$ cat config.mk
export PLATFORM = sky130hd
export DESIGN_NAME = text_console_char_writer
export DESIGN_NICKNAME = d
export VERILOG_FILES = /design/src/rtl/core/tcw_pkg.sv /design/src/rtl/core/tcw_ctrl.sv /design/src/rtl/core/tcw_dpath.sv /design/src/rtl/core/text_console_char_writer.sv
export SDC_FILE = /design/constraint.sdc
export NUM_CORES = 1
export LEC_CHECK = 0
export BUFFER_PORTS_ARGS = -buffer_cell sky130_fd_sc_hd__buf_4
export CORE_UTILIZATION = 23
export DETAILED_ROUTE_END_ITERATION = 6
export GPL_TIMING_DRIVEN = 1
export SYNTH_ARGS = -nofsm -noshare
export SYNTH_HDL_FRONTEND = slang
export SYNTH_SLANG_ARGS = --single-unit
$ cat constraint.sdc
create_clock -name clock -period 6.75 [get_ports clock]
set_input_delay 1.0125 -clock clock [delete_from_list [all_inputs] [get_ports clock]]
set_output_delay 1.0125 -clock clock [all_outputs]
set_load 0.05 [all_outputs]
$ cat src/rtl/core/tcw_pkg.sv
// ----------------------------------------------------------------------------
// tcw_pkg
// Types, constants and codes shared by the text console character writer.
// ----------------------------------------------------------------------------
package tcw_pkg;

   // geometry
   localparam int ADDR_W       = 14;
   localparam int CELLS_W      = 15;
   localparam int LINE_WIDTH   = 80;
   localparam int SCREEN_CELLS = 2000;
   // wide enough for base + cells and view start + screen without wrap
   localparam int CMP_W        = ADDR_W + 3;

   // reciprocal for the newline line-start search
   localparam int RECIP        = (1 << ADDR_W) / LINE_WIDTH;
   localparam int RECIP_W      = $clog2(RECIP + 1);
   localparam int PROD_W       = ADDR_W + RECIP_W;

   // character codes
   localparam logic [7:0] CH_NEWLINE   = 8'd10;
   localparam logic [7:0] CH_BACKSPACE = 8'd8;
   localparam logic [7:0] CH_SPACE     = 8'd32;

   // register reset values
   localparam logic [ADDR_W-1:0]  BASE_RESET  = '0;
   localparam logic [CELLS_W-1:0] CELLS_RESET = 15'd4000;
   localparam logic [7:0]         ATTR_RESET  = 8'd7;

   typedef enum logic [1:0] {
      CMD_PUT  = 2'd0,
      CMD_BACK = 2'd1,
      CMD_FWD  = 2'd2,
      CMD_HOME = 2'd3
   } cmd_type;

   typedef enum logic [1:0] {
      CSR_WINDOW_BASE    = 2'd0,
      CSR_WINDOW_CELLS   = 2'd1,
      CSR_CHAR_ATTRIBUTE = 2'd2
   } csr_index_type;

   typedef enum logic [2:0] {
      ST_IDLE,
      ST_EXEC,
      ST_NL_REM,
      ST_NL_SET,
      ST_FOLLOW,
      ST_FINISH
   } state_type;

   typedef enum logic [3:0] {
      DP_NOP,
      DP_LOAD,
      DP_PUT,
      DP_BACK,
      DP_FWD,
      DP_HOME,
      DP_NL_MUL,
      DP_NL_REM,
      DP_NL_SET,
      DP_FOLLOW,
      DP_PUBLISH
   } dp_op_type;

   typedef struct packed {
      logic [1:0] command;
      logic [7:0] char_code;
   } req_type;

   typedef struct packed {
      logic              cell_write;
      logic [ADDR_W-1:0] cell_address;
      logic [7:0]        cell_char;
      logic [7:0]        cell_attr;
      logic [ADDR_W-1:0] cursor_cell;
      logic [ADDR_W-1:0] view_start;
   } rsp_type;

   // datapath status seen by the controller
   typedef struct packed {
      logic [1:0] command;
      logic       is_newline;
      logic       nl_room;
      logic       follow_more;
   } status_type;

endpackage

$ cat src/rtl/core/tcw_ctrl.sv
// ----------------------------------------------------------------------------
// tcw_ctrl
// Sequencer for the console writer: steps each word through decode, the
// newline line-start search, the view follow loop and the result hand-off.
// ----------------------------------------------------------------------------
module tcw_ctrl (
   input  logic                 clock,
   input  logic                 reset,
   input  logic                 req_valid,
   output logic                 req_ready,
   output logic                 rsp_valid,
   input  logic                 rsp_ready,
   input  tcw_pkg::status_type  status,
   output tcw_pkg::dp_op_type   dp_op
);

   tcw_pkg::state_type state_ff, state_in;
   logic rsp_valid_ff, rsp_valid_in;
   logic slot_free;
   logic publish;

   // state and result-valid registers
   always_ff @(posedge clock) begin
      if (reset) begin
         state_ff     <= tcw_pkg::ST_IDLE;
         rsp_valid_ff <= 1'b0;
      end else begin
         state_ff     <= state_in;
         rsp_valid_ff <= rsp_valid_in;
      end
   end

   assign slot_free = !rsp_valid_ff || rsp_ready;

   // next state and datapath command
   always_comb begin
      state_in  = state_ff;
      dp_op     = tcw_pkg::DP_NOP;
      req_ready = 1'b0;
      publish   = 1'b0;
      unique case (state_ff)
         tcw_pkg::ST_IDLE: begin
            req_ready = 1'b1;
            if (req_valid) begin
               dp_op    = tcw_pkg::DP_LOAD;
               state_in = tcw_pkg::ST_EXEC;
            end
         end
         tcw_pkg::ST_EXEC: begin
            unique case (status.command)
               tcw_pkg::CMD_PUT: begin
                  if (status.is_newline && status.nl_room) begin
                     dp_op    = tcw_pkg::DP_NL_MUL;
                     state_in = tcw_pkg::ST_NL_REM;
                  end else begin
                     dp_op    = tcw_pkg::DP_PUT;
                     state_in = tcw_pkg::ST_FOLLOW;
                  end
               end
               tcw_pkg::CMD_BACK: begin
                  dp_op    = tcw_pkg::DP_BACK;
                  state_in = tcw_pkg::ST_FINISH;
               end
               tcw_pkg::CMD_FWD: begin
                  dp_op    = tcw_pkg::DP_FWD;
                  state_in = tcw_pkg::ST_FINISH;
               end
               default: begin
                  dp_op    = tcw_pkg::DP_HOME;
                  state_in = tcw_pkg::ST_FINISH;
               end
            endcase
         end
         tcw_pkg::ST_NL_REM: begin
            dp_op    = tcw_pkg::DP_NL_REM;
            state_in = tcw_pkg::ST_NL_SET;
         end
         tcw_pkg::ST_NL_SET: begin
            dp_op    = tcw_pkg::DP_NL_SET;
            state_in = tcw_pkg::ST_FOLLOW;
         end
         tcw_pkg::ST_FOLLOW: begin
            // one line of view advance per cycle
            if (status.follow_more) begin
               dp_op = tcw_pkg::DP_FOLLOW;
            end else if (slot_free) begin
               dp_op    = tcw_pkg::DP_PUBLISH;
               publish  = 1'b1;
               state_in = tcw_pkg::ST_IDLE;
            end else begin
               state_in = tcw_pkg::ST_FINISH;
            end
         end
         tcw_pkg::ST_FINISH: begin
            if (slot_free) begin
               dp_op    = tcw_pkg::DP_PUBLISH;
               publish  = 1'b1;
               state_in = tcw_pkg::ST_IDLE;
            end
         end
         default: begin
            state_in = tcw_pkg::ST_IDLE;
         end
      endcase
   end

   // result valid: set on publish, cleared when taken
   always_comb begin
      if (publish) begin
         rsp_valid_in = 1'b1;
      end else if (rsp_ready) begin
         rsp_valid_in = 1'b0;
      end else begin
         rsp_valid_in = rsp_valid_ff;
      end
   end

   assign rsp_valid = rsp_valid_ff;

endmodule

$ cat src/rtl/core/tcw_dpath.sv
// ----------------------------------------------------------------------------
// tcw_dpath
// Datapath of the console writer: window registers, cursor and view start,
// the newline line-start search by reciprocal multiply and the result
// register.
// ----------------------------------------------------------------------------
module tcw_dpath (
   input  logic                       clock,
   input  logic                       reset,
   input  logic                       csr_write_en,
   input  logic [1:0]                 csr_index,
   input  logic [tcw_pkg::CELLS_W-1:0] csr_wdata,
   input  tcw_pkg::req_type           req_data,
   input  tcw_pkg::dp_op_type         dp_op,
   output tcw_pkg::status_type        status,
   output tcw_pkg::rsp_type           rsp_data
);

   localparam int AW = tcw_pkg::ADDR_W;
   localparam int CW = tcw_pkg::CMP_W;
   localparam logic [CW-1:0] LW_C = CW'(tcw_pkg::LINE_WIDTH);
   localparam logic [CW-1:0] SC_C = CW'(tcw_pkg::SCREEN_CELLS);
   localparam logic [AW-1:0] LW_A = AW'(tcw_pkg::LINE_WIDTH);
   localparam logic [tcw_pkg::RECIP_W-1:0] RECIP_C = tcw_pkg::RECIP_W'(tcw_pkg::RECIP);

   // configuration
   logic [AW-1:0]               base_ff, base_in;
   logic [tcw_pkg::CELLS_W-1:0] cells_ff, cells_in;
   logic [7:0]                  attr_ff, attr_in;
   // console state
   logic [AW-1:0]               cursor_ff, cursor_in;
   logic [CW-1:0]               ds_ff, ds_in;
   // current word
   logic [1:0]                  cmd_ff, cmd_in;
   logic [7:0]                  char_ff, char_in;
   logic                        wr_ff, wr_in;
   logic [AW-1:0]               waddr_ff, waddr_in;
   logic [7:0]                  wchar_ff, wchar_in;
   logic [7:0]                  wattr_ff, wattr_in;
   // newline search
   logic [AW-1:0]               off_ff, off_in;
   logic [tcw_pkg::PROD_W-1:0]  prod_ff, prod_in;
   logic [AW-1:0]               rem_ff, rem_in;
   // result register
   tcw_pkg::rsp_type            rsp_ff, rsp_in;

   logic [CW-1:0]               base_w, end_w, cur_w, ds_scr;
   logic [AW-1:0]               off_c, rem_fix, cur_dec, cur_inc;
   logic [CW-1:0]               qxl, nc, ds_fwd;
   logic [tcw_pkg::RECIP_W-1:0] q_est;

   // control registers
   always_ff @(posedge clock) begin
      if (reset) begin
         base_ff   <= tcw_pkg::BASE_RESET;
         cells_ff  <= tcw_pkg::CELLS_RESET;
         attr_ff   <= tcw_pkg::ATTR_RESET;
         cursor_ff <= '0;
         ds_ff     <= '0;
      end else begin
         base_ff   <= base_in;
         cells_ff  <= cells_in;
         attr_ff   <= attr_in;
         cursor_ff <= cursor_in;
         ds_ff     <= ds_in;
      end
   end

   // payload registers
   always_ff @(posedge clock) begin
      cmd_ff   <= cmd_in;
      char_ff  <= char_in;
      wr_ff    <= wr_in;
      waddr_ff <= waddr_in;
      wchar_ff <= wchar_in;
      wattr_ff <= wattr_in;
      off_ff   <= off_in;
      prod_ff  <= prod_in;
      rem_ff   <= rem_in;
      rsp_ff   <= rsp_in;
   end

   // wide views for the compares
   assign base_w  = CW'(base_ff);
   assign end_w   = base_w + CW'(cells_ff);
   assign cur_w   = CW'(cursor_ff);
   assign ds_scr  = ds_ff + SC_C;
   assign off_c   = (cursor_ff >= base_ff) ? (cursor_ff - base_ff) : '0;
   assign cur_dec = cursor_ff - AW'(1);
   assign cur_inc = cursor_ff + AW'(1);
   assign ds_fwd  = ds_ff + LW_C;

   // line-start search: estimate is the quotient or one below it
   assign q_est   = prod_ff[tcw_pkg::PROD_W-1:AW];
   assign qxl     = CW'(q_est) * LW_C;
   assign rem_fix = (rem_ff >= LW_A) ? (rem_ff - LW_A) : rem_ff;
   assign nc      = base_w + CW'(off_ff) - CW'(rem_fix) + LW_C;

   // status towards the sequencer
   assign status.command     = cmd_ff;
   assign status.is_newline  = (char_ff == tcw_pkg::CH_NEWLINE);
   assign status.nl_room     = (cur_w + LW_C) < end_w;
   assign status.follow_more = (cur_w >= ds_scr) && (ds_scr < end_w);

   // configuration writes
   always_comb begin
      base_in  = base_ff;
      cells_in = cells_ff;
      attr_in  = attr_ff;
      if (csr_write_en) begin
         unique case (csr_index)
            tcw_pkg::CSR_WINDOW_BASE:    base_in  = csr_wdata[AW-1:0];
            tcw_pkg::CSR_WINDOW_CELLS:   cells_in = csr_wdata;
            tcw_pkg::CSR_CHAR_ATTRIBUTE: attr_in  = csr_wdata[7:0];
            default: ;
         endcase
      end
   end

   // operations
   always_comb begin
      cursor_in = cursor_ff;
      ds_in     = ds_ff;
      cmd_in    = cmd_ff;
      char_in   = char_ff;
      wr_in     = wr_ff;
      waddr_in  = waddr_ff;
      wchar_in  = wchar_ff;
      wattr_in  = wattr_ff;
      off_in    = off_ff;
      prod_in   = prod_ff;
      rem_in    = rem_ff;
      rsp_in    = rsp_ff;
      unique case (dp_op)
         tcw_pkg::DP_NOP: ;
         tcw_pkg::DP_LOAD: begin
            cmd_in   = req_data.command;
            char_in  = req_data.char_code;
            wr_in    = 1'b0;
            waddr_in = '0;
            wchar_in = '0;
            wattr_in = '0;
         end
         tcw_pkg::DP_PUT: begin
            if (char_ff == tcw_pkg::CH_BACKSPACE) begin
               if (cursor_ff > base_ff) begin
                  cursor_in = cur_dec;
                  wr_in     = 1'b1;
                  waddr_in  = cur_dec;
                  wchar_in  = tcw_pkg::CH_SPACE;
                  wattr_in  = attr_ff;
               end
            end else if (char_ff != tcw_pkg::CH_NEWLINE) begin
               if ((cur_w + CW'(1)) < end_w) begin
                  cursor_in = cur_inc;
                  wr_in     = 1'b1;
                  waddr_in  = cursor_ff;
                  wchar_in  = char_ff;
                  wattr_in  = attr_ff;
               end
            end
         end
         tcw_pkg::DP_BACK: begin
            if (ds_ff > base_w) begin
               ds_in = (ds_ff >= base_w + LW_C) ? (ds_ff - LW_C) : base_w;
            end
         end
         tcw_pkg::DP_FWD: begin
            if (ds_scr < end_w) begin
               ds_in = CW'(ds_fwd[AW-1:0]);
            end
         end
         tcw_pkg::DP_HOME: begin
            cursor_in = base_ff;
            ds_in     = base_w;
         end
         tcw_pkg::DP_NL_MUL: begin
            off_in  = off_c;
            prod_in = off_c * RECIP_C;
         end
         tcw_pkg::DP_NL_REM: begin
            rem_in = off_ff - qxl[AW-1:0];
         end
         tcw_pkg::DP_NL_SET: begin
            cursor_in = nc[AW-1:0];
         end
         tcw_pkg::DP_FOLLOW: begin
            ds_in = ds_fwd;
         end
         tcw_pkg::DP_PUBLISH: begin
            ds_in               = CW'(ds_ff[AW-1:0]);
            rsp_in.cell_write   = wr_ff;
            rsp_in.cell_address = waddr_ff;
            rsp_in.cell_char    = wchar_ff;
            rsp_in.cell_attr    = wattr_ff;
            rsp_in.cursor_cell  = cursor_ff;
            rsp_in.view_start   = ds_ff[AW-1:0];
         end
         default: ;
      endcase
   end

   assign rsp_data = rsp_ff;

endmodule

$ cat src/rtl/core/text_console_char_writer.sv
// From accept to result valid, a printable byte, backspace, a newline on the
// last line, scroll or home pass decode, then the follow or finish state; a
// newline that moves the cursor adds the remainder and line-set states; the
// follow state advances the view start a line at a time to follow it. The
// next word is taken while the previous result waits in the output register.
// Reset (synchronous, active high) restores window registers, cursor and view.
// ----------------------------------------------------------------------------
// text_console_char_writer
// Cursor and display-start keeper for one text-mode console window, giving
// the video cell write and CRT cursor/start values for every word.
// ----------------------------------------------------------------------------
module text_console_char_writer (
   input  logic                        clock,
   input  logic                        reset,
   input  logic                        csr_write_en,
   input  logic [1:0]                  csr_index,
   input  logic [tcw_pkg::CELLS_W-1:0] csr_wdata,
   input  logic                        req_valid,
   output logic                        req_ready,
   input  tcw_pkg::req_type            req_data,
   output logic                        rsp_valid,
   input  logic                        rsp_ready,
   output tcw_pkg::rsp_type            rsp_data
);

   tcw_pkg::status_type status;
   tcw_pkg::dp_op_type  dp_op;

   // sequencer
   tcw_ctrl u_ctrl (
      .clock     (clock),
      .reset     (reset),
      .req_valid (req_valid),
      .req_ready (req_ready),
      .rsp_valid (rsp_valid),
      .rsp_ready (rsp_ready),
      .status    (status),
      .dp_op     (dp_op)
   );

   // datapath
   tcw_dpath u_dpath (
      .clock        (clock),
      .reset        (reset),
      .csr_write_en (csr_write_en),
      .csr_index    (csr_index),
      .csr_wdata    (csr_wdata),
      .req_data     (req_data),
      .dp_op        (dp_op),
      .status       (status),
      .rsp_data     (rsp_data)
   );

endmodule

==> results by group <==
Run status
  – Status: finished, violations left
  – Failing checks: DRC

Setup path
  – Critical Path Fanout Max: 7
  – Cell mode on critical path: inv_1
  – Reg2Reg Capture Point: u_dpath.prod_ff[21]$_DFFE_PN_
  – Worst r2r src: u_dpath.cursor_ff[0]$_SDFFE_PP0P_
  – Crit path required time: 7.03 ns
  – Worst reg-to-reg setup slack: 0.33 ns
  – Crit Path Class: flop to flop
  – Crit path largest cell delay: 0.53 ns
  – Slowest library cell on the worst path: fa_1
  – Worst Setup End Kind: flop
  – Crit path launch: u_dpath.cursor_ff[0]$_SDFFE_PP0P_
  – Crit path launch type: flop
  – CP endpoint: u_dpath.prod_ff[21]$_DFFE_PN_
  – Critical path data arrival time: 6.70 ns
  – Worst r2r path cells: 29

Clock tree
  – Hold-fix buffers, CTS: 0
  – CTS Buf Count: 25
  – H-tree levels: 1
  – CTS Sinks: 208
  – Clk root buf: clkbuf_16
  – Clk pin slew, worst setup/hold paths: 0.06 ns
  – CTS tree: built
  – Worst-case clock buffer depth: 3
  – Clock Latency Late Sink: 0.57 ns

Floorplan
  – Starting Density: 0.2330
  – Cell Rows: 94
  – Top-level port count: 93
  – Die extent in x: 260.5 um
  – Die area: 0.06788 mm2
  – Die Y: 260.5 um
  – Core area: 0.06598 mm2

Synth
  – Share of the synthesized area in the top cell type: 0.2656
  – Mapped cell area: 0.01537 mm2
  – Post-Syn Nets: 1,863
  – Count leader, synth: ha_1
  – Top post-synthesis cells by area: edfxtp_1 27%, ha_1 17%, dfxtp_1 9.4%
  – Post-Synthesis Cells: 1,591
  – Post-synthesis sequential area ratio: 0.3594
  – Yosys reg bits: 208
  – Leading area contributor after synthesis: edfxtp_1
  – Fraction of registers with async set/reset: 0
  – Top cells by count, synth: 204 x ha_1, 136 x edfxtp_1, 130 x nand2_1
  – Most used DFF post-synth: edfxtp_1
  – Synth warnings: 0
  – EDFF count, synth: 136
  – Mean Syn Cell Area: 9.664 um2
  – Netlist cell types: 94

Finish
  – Nets: 1,964
  – ANT cells: 0
  – Synth-to-Final Area Change: 17.45%
  – # fillers: 6,887
  – Share of layout cells above drive strength 1: 0.1233
  – Finished Cell Area: 0.01806 mm2

Timing
  – Pins over their slew limit: 0
  – Setup TNS: 0 ns
  – RSZ-0062 raised after global routing: false
  – Fin Hold WS: 0.4170 ns
  – Hold Fails Final Rpt: 0
  – Worst relative slew slack: 0.3111
  – Period utilisation layout: 0.9509
  – Final count of negative-setup-slack endpoints: 0
  – Crit path time final: 6.419 ns
  – Worst Max-Slew Pin Slew: 1.033 ns
  – Fmax: 0.1558 GHz
  – Skew final: 0.04547 ns
  – Final Worst Setup Slack: 0.3311 ns

Global routing
  – Pin count of the biggest net entering global routing: 64
  – Initial antenna violation count: 0
  – GRT Overall Usage: 0.1381
  – Gr ovfl total: 0
  – Vias in the first global route: 12,306
  – Global-route wire length before repair: 72.58 mm

Placement
  – Global placer's final weighted congestion: 0.8973
  – Buffers on Ports: 92
  – DPL Wire Length: 36.12 mm
  – DP Area: 0.01718 mm2
  – Setup WS pre-CTS: 0.1046 ns

Drt
  – DR pass1 iterations: 7
  – WL met3: 3.009 mm
  – Metal-1 WL: 21.24 mm
  – DR WL met2: 20.92 mm
  – DR WL/cell: 18.22 um
  – Via density: 4.744
  – Antenna-violating nets left: 0
  – Routed wire length: 46.92 mm
  – DRT iter0 DRCs: 913
  – Top layer in use: met4
  – DRC violation count after routing: 12
  – Via Count: 12,215

Run
  – Max_cap viols: 0

Power
  – Leakage: 0.007542 uW
  – Power per cell area: 389.0 mW/mm2
  – VDD IR-drop max: 0.0002810 V

Worst hold path
  – Worst Hold Launch: u_dpath.waddr_ff[4]$_SDFFCE_PP0P_
  – Worst min path class: flop to flop
  – Hold path cells: 0
routing by layer:
layer,track usage,up-vias
met3,0.02525,81
met5,0,-
met1,0.1804,5855
met4,0.05523,0
li1,-,5887
met2,0.2241,392
timing repair:
item                                    4_1_cts  5_1_grt
endpoints found under the setup margin        0        4
resized for setup                             0        8
setup buffers                                 0        4
worst min-delay path by stage:
| stage | end | slack, ns |
|---|---|---|
| floorplan | u_dpath.rsp_data[28]$_DFFE_PP_ | 0.40 |
| global placement | u_dpath.rsp_data[30]$_DFFE_PP_ | 0.41 |
| detailed placement | u_dpath.rsp_data[53]$_DFFE_PP_ | 0.41 |
| CTS | u_dpath.rsp_data[43]$_DFFE_PP_ | 0.42 |
| global route | u_dpath.rsp_data[53]$_DFFE_PP_ | 0.42 |
| finish | u_dpath.rsp_data[48]$_DFFE_PP_ | 0.42 |
flip-flops by register name, summed over array words and instances, names as in the netlist, 3 cells and up:
signal             cells
u_dpath.ds_ff         17
u_dpath.prod_ff        8
u_ctrl.state_ff        3
u_dpath.wattr_ff       8
u_dpath.waddr_ff      14
u_dpath.cursor_ff     14
u_dpath.rem_ff        14
u_dpath.attr_ff        8
u_dpath.char_ff        8
u_dpath.wchar_ff       8
u_dpath.off_ff        14
u_dpath.cells_ff      15
u_dpath.base_ff       14
u_dpath.rsp_data      59
power breakdown:
part	internal [uW]	switching, uW
Sequential	1630	167
Combinational	1540	2320
Clock	801	563
Total	3970	3050
worst max-delay path: cells and delay by family (launching register included):
kind,cells,cell delay [ns]
AND/OR/NAND/NOR,4,0.81
AO/OA/AOI/OAI,13,2.42
adder cells (fa/ha/maj),6,2.18
buffers and inverters,5,0.39
flip-flops,1,0.31
XOR/XNOR,1,0.08
area by class of cell:
class                   count  area, um2  area share
inverters                 130      493.0     0.02730
repair buffers            134       1010     0.05592
well taps                 864       1081     0.05987
clock buffers              40      785.8     0.04351
multi-input cells        1193       9120      0.5051
flip-flops and latches    208       5525      0.3060
clock inverters             6      42.54    0.002356
metrics by stage:
| stage | total power, uW | instances | util |
|---|---|---|---|
| finish | 7024 | 2575 | 0.2737 |
| global route | 7691 | 2575 | 0.2737 |
| CTS | 7050 | 2571 | 0.2729 |
| detailed placement | 5637 | 2525 | 0.2603 |
| global placement | 5565 | 2525 | 0.2603 |
| floorplan | 4600 | 1591 | - |
layout by cell type, fill, tap and decap left out, types with 19 or more instances in the layout:
master	count
o21ai_0	67
nor3_1	36
fa_1	35
xnor2_1	76
a21o_1	31
nand3_1	23
and2_1	25
ha_1	204
clkbuf_16	28
a21oi_1	112
nor2_1	124
dfxtp_1	72
a211oi_1	19
buf_4	133
nand2_1	130
edfxtp_1	136
inv_1	127
xor2_1	45
cell families after synthesis:
family | after synthesis | share of synthesized area
AND/OR/NAND/NOR | 454 | 0.1440
AO/OA/AOI/OAI | 359 | 0.1528
adder cells (fa/ha/maj) | 244 | 0.2155
flip-flops | 208 | 0.3594
buffers and inverters | 190 | 0.04932
XOR/XNOR | 121 | 0.06893
multiplexers | 15 | 0.01009
No activity file was read; power rests on OpenSTA's default activity.
